File: src/hdl/lras_pkg.sv
package lras_pkg;

	localparam int unsigned ADDR_W  = 39;
	localparam int unsigned IDX_W   = 5;
	localparam int unsigned CSP_W   = 4;
	localparam int unsigned VBITS_W = 32;
	localparam int unsigned REQ_W   = 2;

	localparam int unsigned SPEC_ENTRIES_DEF   = 32;
	localparam int unsigned COMMIT_ENTRIES_DEF = 16;

	localparam logic [ADDR_W-1:0] RESET_ADDR = 39'h00_8000_0000;

	// request codes, the remaining code is ignored
	typedef enum logic [REQ_W-1:0] {
		REQ_PREDICT = 2'd0,
		REQ_RECOVER = 2'd1,
		REQ_COMMIT  = 2'd2
	} req_type_t;

	// update command for the linked stack
	typedef struct packed {
		logic en;
		logic recover;
		logic pop;
		logic push;
	} spec_cmd_t;

	// remainder of a narrow index by a stack depth, binary long division
	function automatic logic [5:0] reduce_mod(logic [5:0] v, int unsigned n);
		logic [5:0] r;
		r = v;
		for (int k = 6; k >= 0; k--) begin
			if (32'(r) >= (n << k)) begin
				r = r - 6'(n << k);
			end
		end
		return r;
	endfunction

endpackage

File: src/hdl/lras_ifs.sv
interface lras_req_if;
	import lras_pkg::*;

	logic                 valid;
	logic                 ready;
	logic [REQ_W-1:0]     req_type;
	logic                 is_call;
	logic                 is_ret;
	logic [ADDR_W-1:0]    push_addr;
	logic [IDX_W-1:0]     snap_top_idx;
	logic [IDX_W-1:0]     snap_wr_idx;
	logic [CSP_W-1:0]     snap_commit_spec_top;
	logic [VBITS_W-1:0]   snap_valid_bits;

	modport source (
		output valid, req_type, is_call, is_ret, push_addr,
		output snap_top_idx, snap_wr_idx, snap_commit_spec_top, snap_valid_bits,
		input  ready
	);
	modport sink (
		input  valid, req_type, is_call, is_ret, push_addr,
		input  snap_top_idx, snap_wr_idx, snap_commit_spec_top, snap_valid_bits,
		output ready
	);
endinterface

interface lras_rsp_if;
	import lras_pkg::*;

	logic                 valid;
	logic                 ready;
	logic [ADDR_W-1:0]    target_addr;
	logic                 target_valid;
	logic [IDX_W-1:0]     out_top_idx;
	logic [IDX_W-1:0]     out_wr_idx;
	logic [CSP_W-1:0]     out_commit_spec_top;
	logic [VBITS_W-1:0]   out_valid_bits;

	modport source (
		output valid, target_addr, target_valid, out_top_idx, out_wr_idx,
		output out_commit_spec_top, out_valid_bits,
		input  ready
	);
	modport sink (
		input  valid, target_addr, target_valid, out_top_idx, out_wr_idx,
		input  out_commit_spec_top, out_valid_bits,
		output ready
	);
endinterface

File: src/hdl/linked_return_address_stack_unit.sv
// flow: a request is captured in the input register, and the result of a predict is then
// written to the result register once that register has room; recover and commit give no result
// throughput: one request per cycle while no predict waits for a full result register;
// the stack pointers and valid bits that the next request reads update as each request fires
// reset: pointers and valid bits clear at once, but the commit pointers go to the last entry; stack
// entries read as 0x80000000 until written, tracked by per-entry written flags, so no clearing pass
module linked_return_address_stack_unit #(
	parameter int unsigned SPEC_ENTRIES   = lras_pkg::SPEC_ENTRIES_DEF,
	parameter int unsigned COMMIT_ENTRIES = lras_pkg::COMMIT_ENTRIES_DEF
) (
	input  logic        clk,
	input  logic        arst_n,
	lras_req_if.sink    req,
	lras_rsp_if.source  rsp
);
	import lras_pkg::*;

	localparam int unsigned IW   = $clog2(SPEC_ENTRIES);
	localparam int unsigned CW   = $clog2(COMMIT_ENTRIES);
	localparam int unsigned VX_W = SPEC_ENTRIES + VBITS_W;
	localparam logic [CW-1:0] CLAST = CW'(COMMIT_ENTRIES - 1);

	// input register
	logic                 v_s1;
	logic [REQ_W-1:0]     req_type_s1;
	logic                 is_call_s1;
	logic                 is_ret_s1;
	logic [ADDR_W-1:0]    push_addr_s1;
	logic [IDX_W-1:0]     snap_top_s1;
	logic [IDX_W-1:0]     snap_wr_s1;
	logic [CSP_W-1:0]     snap_csp_s1;
	logic [VBITS_W-1:0]   snap_valid_s1;

	// result register
	logic                 v_s2;
	logic [ADDR_W-1:0]    target_addr_s2;
	logic                 target_valid_s2;
	logic [IDX_W-1:0]     top_idx_s2;
	logic [IDX_W-1:0]     wr_idx_s2;
	logic [CSP_W-1:0]     csp_s2;
	logic [VBITS_W-1:0]   valid_bits_s2;

	// commit stack, its commit top pointer and its speculative pointer
	logic [CW-1:0]             csp_q;
	logic [CW-1:0]             ct_q;
	logic [COMMIT_ENTRIES-1:0] cwritten_q;
	logic [ADDR_W-1:0]         caddr_mem [COMMIT_ENTRIES];

	logic is_pred, is_rec, is_cmt;
	logic res_free, fire;
	spec_cmd_t spec_cmd;

	logic [IW-1:0]           snap_top_red, snap_wr_red;
	logic [CW-1:0]           snap_csp_red;
	logic [VX_W-1:0]         snap_valid_x;
	logic [IW-1:0]           top_idx, wr_idx;
	logic [SPEC_ENTRIES-1:0] valid_bits;
	logic [VX_W-1:0]         valid_bits_x;
	logic                    top_hit;
	logic [ADDR_W-1:0]       spec_top_addr;
	logic [ADDR_W-1:0]       commit_top_addr;
	logic [CW-1:0]           csp0, csp1, csp2;
	logic [CW-1:0]           ct_inc, ct_dec;

	// request decode, the unused code does nothing
	always_comb begin
		is_pred = 1'b0;
		is_rec  = 1'b0;
		is_cmt  = 1'b0;
		unique case (req_type_s1)
			REQ_PREDICT: is_pred = 1'b1;
			REQ_RECOVER: is_rec  = 1'b1;
			REQ_COMMIT:  is_cmt  = 1'b1;
			default: ;
		endcase
	end

	// a predict waits only for room in the result register
	assign res_free  = !v_s2 || rsp.ready;
	assign fire      = v_s1 && (!is_pred || res_free);
	assign req.ready = !v_s1 || fire;

	always_ff @(posedge clk or negedge arst_n) begin
		if (!arst_n) begin
			v_s1 <= 1'b0;
		end else if (req.ready) begin
			v_s1 <= req.valid;
		end
	end

	always_ff @(posedge clk) begin
		if (req.valid && req.ready) begin
			req_type_s1   <= req.req_type;
			is_call_s1    <= req.is_call;
			is_ret_s1     <= req.is_ret;
			push_addr_s1  <= req.push_addr;
			snap_top_s1   <= req.snap_top_idx;
			snap_wr_s1    <= req.snap_wr_idx;
			snap_csp_s1   <= req.snap_commit_spec_top;
			snap_valid_s1 <= req.snap_valid_bits;
		end
	end

	// snapshot indices wrap to the stack depths, excess valid bits drop
	assign snap_top_red = IW'(reduce_mod(6'(snap_top_s1), SPEC_ENTRIES));
	assign snap_wr_red  = IW'(reduce_mod(6'(snap_wr_s1), SPEC_ENTRIES));
	assign snap_csp_red = CW'(reduce_mod(6'(snap_csp_s1), COMMIT_ENTRIES));
	assign snap_valid_x = VX_W'(snap_valid_s1);

	assign spec_cmd.en      = fire && (is_pred || is_rec);
	assign spec_cmd.recover = is_rec;
	assign spec_cmd.pop     = is_ret_s1;
	assign spec_cmd.push    = is_call_s1;

	lras_spec_stack #(
		.SPEC_ENTRIES (SPEC_ENTRIES)
	) u_spec_stack (
		.clk        (clk),
		.arst_n     (arst_n),
		.cmd        (spec_cmd),
		.push_addr  (push_addr_s1),
		.snap_top   (snap_top_red),
		.snap_wr    (snap_wr_red),
		.snap_valid (snap_valid_x[SPEC_ENTRIES-1:0]),
		.top_idx    (top_idx),
		.wr_idx     (wr_idx),
		.valid_bits (valid_bits),
		.top_hit    (top_hit),
		.top_addr   (spec_top_addr)
	);

	// speculative commit pointer moves down on every pop and up on every push, kept on commit
	always_comb begin
		csp0 = is_rec ? snap_csp_red : csp_q;
		csp1 = csp0;
		if (is_ret_s1) begin
			csp1 = (csp0 == '0) ? CLAST : csp0 - 1'b1;
		end
		csp2 = csp1;
		if (is_call_s1) begin
			csp2 = (csp1 == CLAST) ? '0 : csp1 + 1'b1;
		end
	end

	assign ct_inc = (ct_q == CLAST) ? '0 : ct_q + 1'b1;
	assign ct_dec = (ct_q == '0) ? CLAST : ct_q - 1'b1;

	always_ff @(posedge clk or negedge arst_n) begin
		if (!arst_n) begin
			csp_q      <= CLAST;
			ct_q       <= CLAST;
			cwritten_q <= '0;
		end else begin
			if (spec_cmd.en) begin
				csp_q <= csp2;
			end
			// commit: a call wins over a return
			if (fire && is_cmt) begin
				priority if (is_call_s1) begin
					ct_q               <= ct_inc;
					cwritten_q[ct_inc] <= 1'b1;
				end else if (is_ret_s1) begin
					ct_q <= ct_dec;
				end
			end
		end
	end

	always_ff @(posedge clk) begin
		if (fire && is_cmt && is_call_s1) begin
			caddr_mem[ct_inc] <= push_addr_s1;
		end
	end

	assign commit_top_addr = cwritten_q[csp_q] ? caddr_mem[csp_q] : RESET_ADDR;
	assign valid_bits_x    = VX_W'(valid_bits);

	// result register, holds while the consumer stalls
	always_ff @(posedge clk or negedge arst_n) begin
		if (!arst_n) begin
			v_s2 <= 1'b0;
		end else if (fire && is_pred) begin
			v_s2 <= 1'b1;
		end else if (rsp.ready) begin
			v_s2 <= 1'b0;
		end
	end

	always_ff @(posedge clk) begin
		if (fire && is_pred) begin
			target_addr_s2  <= top_hit ? spec_top_addr : commit_top_addr;
			target_valid_s2 <= is_ret_s1;
			top_idx_s2      <= IDX_W'(top_idx);
			wr_idx_s2       <= IDX_W'(wr_idx);
			csp_s2          <= CSP_W'(csp_q);
			valid_bits_s2   <= valid_bits_x[VBITS_W-1:0];
		end
	end

	assign rsp.valid               = v_s2;
	assign rsp.target_addr         = target_addr_s2;
	assign rsp.target_valid        = target_valid_s2;
	assign rsp.out_top_idx         = top_idx_s2;
	assign rsp.out_wr_idx          = wr_idx_s2;
	assign rsp.out_commit_spec_top = csp_s2;
	assign rsp.out_valid_bits      = valid_bits_s2;

endmodule

File: src/hdl/lras_spec_stack.sv
module lras_spec_stack #(
	parameter int unsigned SPEC_ENTRIES = lras_pkg::SPEC_ENTRIES_DEF
) (
	input  logic                              clk,
	input  logic                              arst_n,
	input  lras_pkg::spec_cmd_t               cmd,
	input  logic [lras_pkg::ADDR_W-1:0]       push_addr,
	input  logic [$clog2(SPEC_ENTRIES)-1:0]   snap_top,
	input  logic [$clog2(SPEC_ENTRIES)-1:0]   snap_wr,
	input  logic [SPEC_ENTRIES-1:0]           snap_valid,
	output logic [$clog2(SPEC_ENTRIES)-1:0]   top_idx,
	output logic [$clog2(SPEC_ENTRIES)-1:0]   wr_idx,
	output logic [SPEC_ENTRIES-1:0]           valid_bits,
	output logic                              top_hit,
	output logic [lras_pkg::ADDR_W-1:0]       top_addr
);
	import lras_pkg::*;

	localparam int unsigned IW = $clog2(SPEC_ENTRIES);
	localparam logic [IW-1:0] LAST = IW'(SPEC_ENTRIES - 1);

	logic [IW-1:0]           top_q;
	logic [IW-1:0]           wr_q;
	logic [SPEC_ENTRIES-1:0] valid_q;
	logic [SPEC_ENTRIES-1:0] written_q;
	logic [ADDR_W-1:0]       addr_mem [SPEC_ENTRIES];
	logic [IW-1:0]           link_mem [SPEC_ENTRIES];

	logic [IW-1:0]           top0, top1, top2;
	logic [IW-1:0]           wr0, wr2;
	logic [SPEC_ENTRIES-1:0] val0, val1, val2;
	logic                    hit0;
	logic [IW-1:0]           link0;

	always_comb begin
		top0  = cmd.recover ? snap_top : top_q;
		wr0   = cmd.recover ? snap_wr : wr_q;
		val0  = cmd.recover ? snap_valid : valid_q;
		hit0  = val0[top0];
		link0 = written_q[top0] ? link_mem[top0] : '0;

		// pop: follow the link of a valid top
		top1 = top0;
		val1 = val0;
		if (cmd.pop && hit0) begin
			top1 = link0;
			val1 = val0 & ~(SPEC_ENTRIES'(1) << top0);
		end

		// push: new entry at the write index
		top2 = top1;
		wr2  = wr0;
		val2 = val1;
		if (cmd.push) begin
			top2 = wr0;
			wr2  = (wr0 == LAST) ? '0 : wr0 + 1'b1;
			val2 = val1 | (SPEC_ENTRIES'(1) << wr0);
		end
	end

	always_ff @(posedge clk or negedge arst_n) begin
		if (!arst_n) begin
			top_q     <= '0;
			wr_q      <= '0;
			valid_q   <= '0;
			written_q <= '0;
		end else if (cmd.en) begin
			top_q   <= top2;
			wr_q    <= wr2;
			valid_q <= val2;
			if (cmd.push) begin
				written_q[wr0] <= 1'b1;
			end
		end
	end

	always_ff @(posedge clk) begin
		if (cmd.en && cmd.push) begin
			addr_mem[wr0] <= push_addr;
			link_mem[wr0] <= top1;
		end
	end

	assign top_idx    = top_q;
	assign wr_idx     = wr_q;
	assign valid_bits = valid_q;
	assign top_hit    = valid_q[top_q];
	assign top_addr   = written_q[top_q] ? addr_mem[top_q] : RESET_ADDR;

endmodule

File: src/flat_wrapper.sv
// flat-port wrapper written by rule: the top's interface ports become plain ports
module linked_return_address_stack_unit_flat import lras_pkg::*;
#(
	parameter int unsigned SPEC_ENTRIES   = lras_pkg::SPEC_ENTRIES_DEF,
	parameter int unsigned COMMIT_ENTRIES = lras_pkg::COMMIT_ENTRIES_DEF
)
  (clk, arst_n, req_valid, req_req_type, req_is_call, req_is_ret, req_push_addr, req_snap_top_idx, req_snap_wr_idx, req_snap_commit_spec_top, req_snap_valid_bits, req_ready, rsp_valid, rsp_target_addr, rsp_target_valid, rsp_out_top_idx, rsp_out_wr_idx, rsp_out_commit_spec_top, rsp_out_valid_bits, rsp_ready);
  lras_req_if req_i ();
  lras_rsp_if rsp_i ();
  input  logic clk;
  input  logic arst_n;
  input wire logic [$bits(req_i.valid)-1:0] req_valid;
  input wire logic [$bits(req_i.req_type)-1:0] req_req_type;
  input wire logic [$bits(req_i.is_call)-1:0] req_is_call;
  input wire logic [$bits(req_i.is_ret)-1:0] req_is_ret;
  input wire logic [$bits(req_i.push_addr)-1:0] req_push_addr;
  input wire logic [$bits(req_i.snap_top_idx)-1:0] req_snap_top_idx;
  input wire logic [$bits(req_i.snap_wr_idx)-1:0] req_snap_wr_idx;
  input wire logic [$bits(req_i.snap_commit_spec_top)-1:0] req_snap_commit_spec_top;
  input wire logic [$bits(req_i.snap_valid_bits)-1:0] req_snap_valid_bits;
  output wire logic [$bits(req_i.ready)-1:0] req_ready;
  output wire logic [$bits(rsp_i.valid)-1:0] rsp_valid;
  output wire logic [$bits(rsp_i.target_addr)-1:0] rsp_target_addr;
  output wire logic [$bits(rsp_i.target_valid)-1:0] rsp_target_valid;
  output wire logic [$bits(rsp_i.out_top_idx)-1:0] rsp_out_top_idx;
  output wire logic [$bits(rsp_i.out_wr_idx)-1:0] rsp_out_wr_idx;
  output wire logic [$bits(rsp_i.out_commit_spec_top)-1:0] rsp_out_commit_spec_top;
  output wire logic [$bits(rsp_i.out_valid_bits)-1:0] rsp_out_valid_bits;
  input wire logic [$bits(rsp_i.ready)-1:0] rsp_ready;
  assign req_i.valid = req_valid;
  assign req_i.req_type = req_req_type;
  assign req_i.is_call = req_is_call;
  assign req_i.is_ret = req_is_ret;
  assign req_i.push_addr = req_push_addr;
  assign req_i.snap_top_idx = req_snap_top_idx;
  assign req_i.snap_wr_idx = req_snap_wr_idx;
  assign req_i.snap_commit_spec_top = req_snap_commit_spec_top;
  assign req_i.snap_valid_bits = req_snap_valid_bits;
  assign req_ready = req_i.ready;
  assign rsp_valid = rsp_i.valid;
  assign rsp_target_addr = rsp_i.target_addr;
  assign rsp_target_valid = rsp_i.target_valid;
  assign rsp_out_top_idx = rsp_i.out_top_idx;
  assign rsp_out_wr_idx = rsp_i.out_wr_idx;
  assign rsp_out_commit_spec_top = rsp_i.out_commit_spec_top;
  assign rsp_out_valid_bits = rsp_i.out_valid_bits;
  assign rsp_i.ready = rsp_ready;
  linked_return_address_stack_unit #(.SPEC_ENTRIES(SPEC_ENTRIES), .COMMIT_ENTRIES(COMMIT_ENTRIES)) u_core (.clk(clk), .arst_n(arst_n), .req(req_i), .rsp(rsp_i));
endmodule
File: config.mk
export PLATFORM = sky130hd
export DESIGN_NAME = linked_return_address_stack_unit_flat
export DESIGN_NICKNAME = d
export VERILOG_FILES = /design/src/hdl/lras_pkg.sv /design/src/hdl/lras_ifs.sv /design/src/hdl/linked_return_address_stack_unit.sv /design/src/hdl/lras_spec_stack.sv /design/src/flat_wrapper.sv
export SDC_FILE = /design/constraint.sdc
export NUM_CORES = 2
export LEC_CHECK = 0
export CAP_MARGIN = 20
export CORE_ASPECT_RATIO = 0.6
export CORE_MARGIN = 2
export CORE_UTILIZATION = 40
export DETAILED_ROUTE_END_ITERATION = 7
export DONT_BUFFER_PORTS = 1
export GPL_ROUTABILITY_DRIVEN = 0
export SLEW_MARGIN = 20
export SYNTH_ARGS = -nofsm -noshare
export SYNTH_HDL_FRONTEND = slang
export SYNTH_SLANG_ARGS = --single-unit
export TNS_END_PERCENT = 5
File: constraint.sdc
create_clock -name clk -period 5.2 [get_ports clk]
set_input_delay 0 -clock clk [delete_from_list [all_inputs] [get_ports clk]]
set_output_delay 0 -clock clk [all_outputs]
set_load 0.1 [all_outputs]
==> summary.txt <==
Run status - finished, final reports clean
Placement Cell Area - 94100 um2
Sequential power share - 0.468
1st-iter DRT viols - 6645
Largest net degree at the start of global routing - 93
Layout net count - 4472
Endpoint class of the critical path - flop
Die area - 226000 um2
Area grow syn2layout - 15.1%
Crit path kind - reg -> reg
Syn Inst Count - 3997
Crit-path max FO - 36
Core box area - 220000 um2
Reg area - 68800 um2
Post-synth EDFFs - 2207
Height of the die - 369 um
Post-synth ARST share - 0.0433
CTS tree - yes
Mapped cell area - 88900 um2
Via Count - 44.6k
Setup-failing EPs final - 0
Total GRT Usage - 0.208
Number of global-route vias before repair - 43.3k
Slew headroom - 0.243
Worst EP required - 5.72 ns
Wirelength, routed - 237000 um
Min-delay worst type - in -> reg
Number of I/O pins - 181
Seq cells post-synth - 2307
Critical path arrival - 4.79 ns
Root Buffer - clkbuf_16
Fill cells - 18.0k
Number of remaining DRC errors - 0
Drt first pass iters - 8
Clock power share - 0.309
Highest Clock Rate - 0.234 GHz
Routed Antenna Nets - 0
Worst Skew - 0.0423 ns
Layout cells sized above 1 - 0.271
Critical path startpoint category - flop
Minimum clock period - 4.27 ns
Die Width - 613 um
Reg clk slew, reported paths - 0.07 ns
Dpl hpwl - 137000 um
Share of the yosys chip area belonging to registers - 0.774
Switching share of power - 0.288
Final period util - 0.822
Logic pwr share - 0.223
Layout Cell Area excl Fill - 102000 um2
Power density cells - 468 nW/um2
P_leak - 31.9 nW
Remaining Overflow, GRT - 0
Slew Viols, Final - 0
Initial antenna violation count - 4
H-tree depth - 4
Hold slack final - 0.297 ns
Row count - 133
Worst skew pair latency - 0.85 ns
Peak supply drop - 0.310 mV
Unrepaired setup endpoints after global routing - no
Synthesis Warnings - 0
PortBufs - 0
Cell variety after synth - 76
Syn Area/Cell - 22.2 um2
Most used DFF post-synth - edfxtp_1
DR vias/cell - 5.96
Clock tree buffer depth - 4
Switch Pwr - 0.0138 W
Routed len/inst - 31.6 um
Final hold violations - 0
Post-CTS sizing - 0
Setup_tns - 0 ns
Multi-input gate area - 19500 um2
Actual slew at the worst max-slew pin - 1.14 ns
Syn_nets - 4104
CTS Sinks - 2307
Maxcap violations - 0
Internal power - 0.0341 W
Starting density of the core - 0.404
Num CTS Buffers - 202
Total Power - 0.0479 W
Wire length of the first global-routing pass - 335000 um
## power by group through the flow
stage | sequential (W) | clock (W) | combinational, W
floorplan | 0.0223 | 0 | 0.00716
global placement | 0.0228 | 0 | 0.0105
detailed placement | 0.0228 | 0 | 0.0106
CTS | 0.0224 | 0.0150 | 0.0107
global route | 0.0224 | 0.0158 | 0.0113
finish | 0.0224 | 0.0148 | 0.0107
## layout make-up
cell class	count	area share
antenna	1	0.0000245
clock inverter	98	0.00874
clock buffer	259	0.0528
tap	2970	0.0363
multi-input combinational	1466	0.191
sequential	2307	0.673
timing repair buffer	379	0.0382
inverter	9	0.000330
## synth_stat cells (all sizes together) (3+ instances only)
library cell | instances | area share
xor2 | 3 | 0.00030
a21o | 4 | 0.00034
and3 | 7 | 0.00049
a221o | 9 | 0.0010
inv | 8 | 0.00034
dfstp | 8 | 0.0024
nor2 | 108 | 0.0046
nor3 | 19 | 0.0012
edfxtp | 2207 | 0.75
dfrtp | 92 | 0.026
a32oi | 12 | 0.0012
a31oi | 16 | 0.0011
mux4 | 611 | 0.15
nor4 | 6 | 0.00042
or2 | 52 | 0.0037
buf | 113 | 0.0065
nand2b | 10 | 0.00070
a22oi | 6 | 0.00051
clkbuf | 102 | 0.0043
a21oi | 52 | 0.0030
o32ai | 4 | 0.00039
a2111oi | 3 | 0.00051
o21a | 6 | 0.00051
mux2 | 5 | 0.00068
nor3b | 3 | 0.00038
a211o | 9 | 0.00089
mux2i | 94 | 0.011
nand4 | 6 | 0.00042
ha | 14 | 0.0020
o31ai | 12 | 0.0011
a21boi | 7 | 0.00059
and2 | 3 | 0.00021
o22ai | 18 | 0.0013
o211ai | 3 | 0.00025
nor2b | 5 | 0.00035
nand2 | 144 | 0.0061
o21ai | 77 | 0.0044
a221oi | 6 | 0.00066
o221ai | 23 | 0.0023
a211oi | 28 | 0.0024
nand3 | 57 | 0.0033
## stage by stage
| step | instances | utilization | setup slack, ns |
|---|---|---|---|
| 6_report | 7489 | 0.465 | 0.926 |
| 5_1_grt | 7488 | 0.465 | 0.746 |
| 4_1_cts | 7488 | 0.465 | 1.07 |
| 3_5_place_dp | 6946 | 0.428 | 1.07 |
| 3_3_place_gp | 6944 | 0.428 | 1.19 |
| 2_1_floorplan | 3997 | - | 0.715 |
## critical path, stage by stage (launching register included)
cell and delay (ns):
edfxtp_1 0.52, and2b_4 0.61, buf_4 0.56, mux2i_1 0.54, nand2_1 0.38, nor2_4 0.86, buf_4 0.41
## metal layers
metal	GRT usage	wire, um	vias to the layer above	part of all wire
met5	0.00277	89	-	0.00038
met4	0.0361	3670	2	0.015
met3	0.0443	24700	292	0.10
met2	0.286	99700	2591	0.42
met1	0.340	109000	24100	0.46
li1	-	-	17600	-
## flip-flops by register name (all words and copies together), names as in the netlist, 5 cells and up
signal and cells:
u_core.caddr_mem 624, u_core.cwritten_q 16, u_core.push_addr_s1 39, u_core.rsp.out_top_idx 5, u_core.rsp.out_valid_bits 32, u_core.rsp.out_wr_idx 5
u_core.rsp.target_addr 39, u_core.snap_top_red 5, u_core.snap_valid_s1 32, u_core.snap_wr_red 5, u_core.u_spec_stack.addr_mem 1248, u_core.u_spec_stack.link_mem 160
u_core.u_spec_stack.top_idx 5, u_core.u_spec_stack.valid_bits 32, u_core.u_spec_stack.wr_idx 5, u_core.u_spec_stack.written_q 32
## cell families after synthesis
family                   after synthesis  share of synthesized area
adder cells (fa/ha/maj)               14                    0.00197
flip-flops                          2307                      0.774
buffers and inverters                224                     0.0112
AO/OA/AOI/OAI                        306                     0.0235
XOR/XNOR                               5                   0.000493
multiplexers                         710                      0.166
AND/OR/NAND/NOR                      431                     0.0229
## cells in the final DEF, fill, tap and decap left out, types with 52 or more instances in the layout
master         synthesis  layout
or2_2                 52      52
o21ai_0               74      74
mux2i_1               93      87
edfxtp_1            2207    2207
nor2_1               108      59
dfrtp_1               92      87
mux4_2               611     611
nand3_1               55      55
buf_4                  8     149
nand2_1              144     144
dlygate4sd3_1          0     183
clkbuf_16              0     206
## path summary, 6_finish.rpt
kind | slack [ns] | cells after the start | end | from
worst min-delay path | 0.30 | 3 | u_core.rsp.valid | rsp_ready
worst max-delay path | 0.93 | 6 | u_core.u_spec_stack.addr_mem[23][24] | u_core.req_type_s1[1]
worst min register to register | 0.46 | 1 | u_core.cwritten_q[10] | u_core.cwritten_q[10]
worst max register to register | 0.93 | 6 | u_core.u_spec_stack.addr_mem[23][24] | u_core.req_type_s1[1]
min in group asynchronous | 0.35 | 3 | u_core.csp_q[3] | arst_n
max in group asynchronous | 4.25 | 4 | u_core.u_spec_stack.top_idx[4] | arst_n
## what timing repair did
| item | 4_1_cts | 5_1_grt |
|---|---|---|
| hold buffers | 185 | 0 |
| setup endpoints to repair | 0 | 0 |
| hold endpoints to repair | 260 | 0 |
| buffers inserted | 0 | 0 |
(Power assumes the default switching activity.)
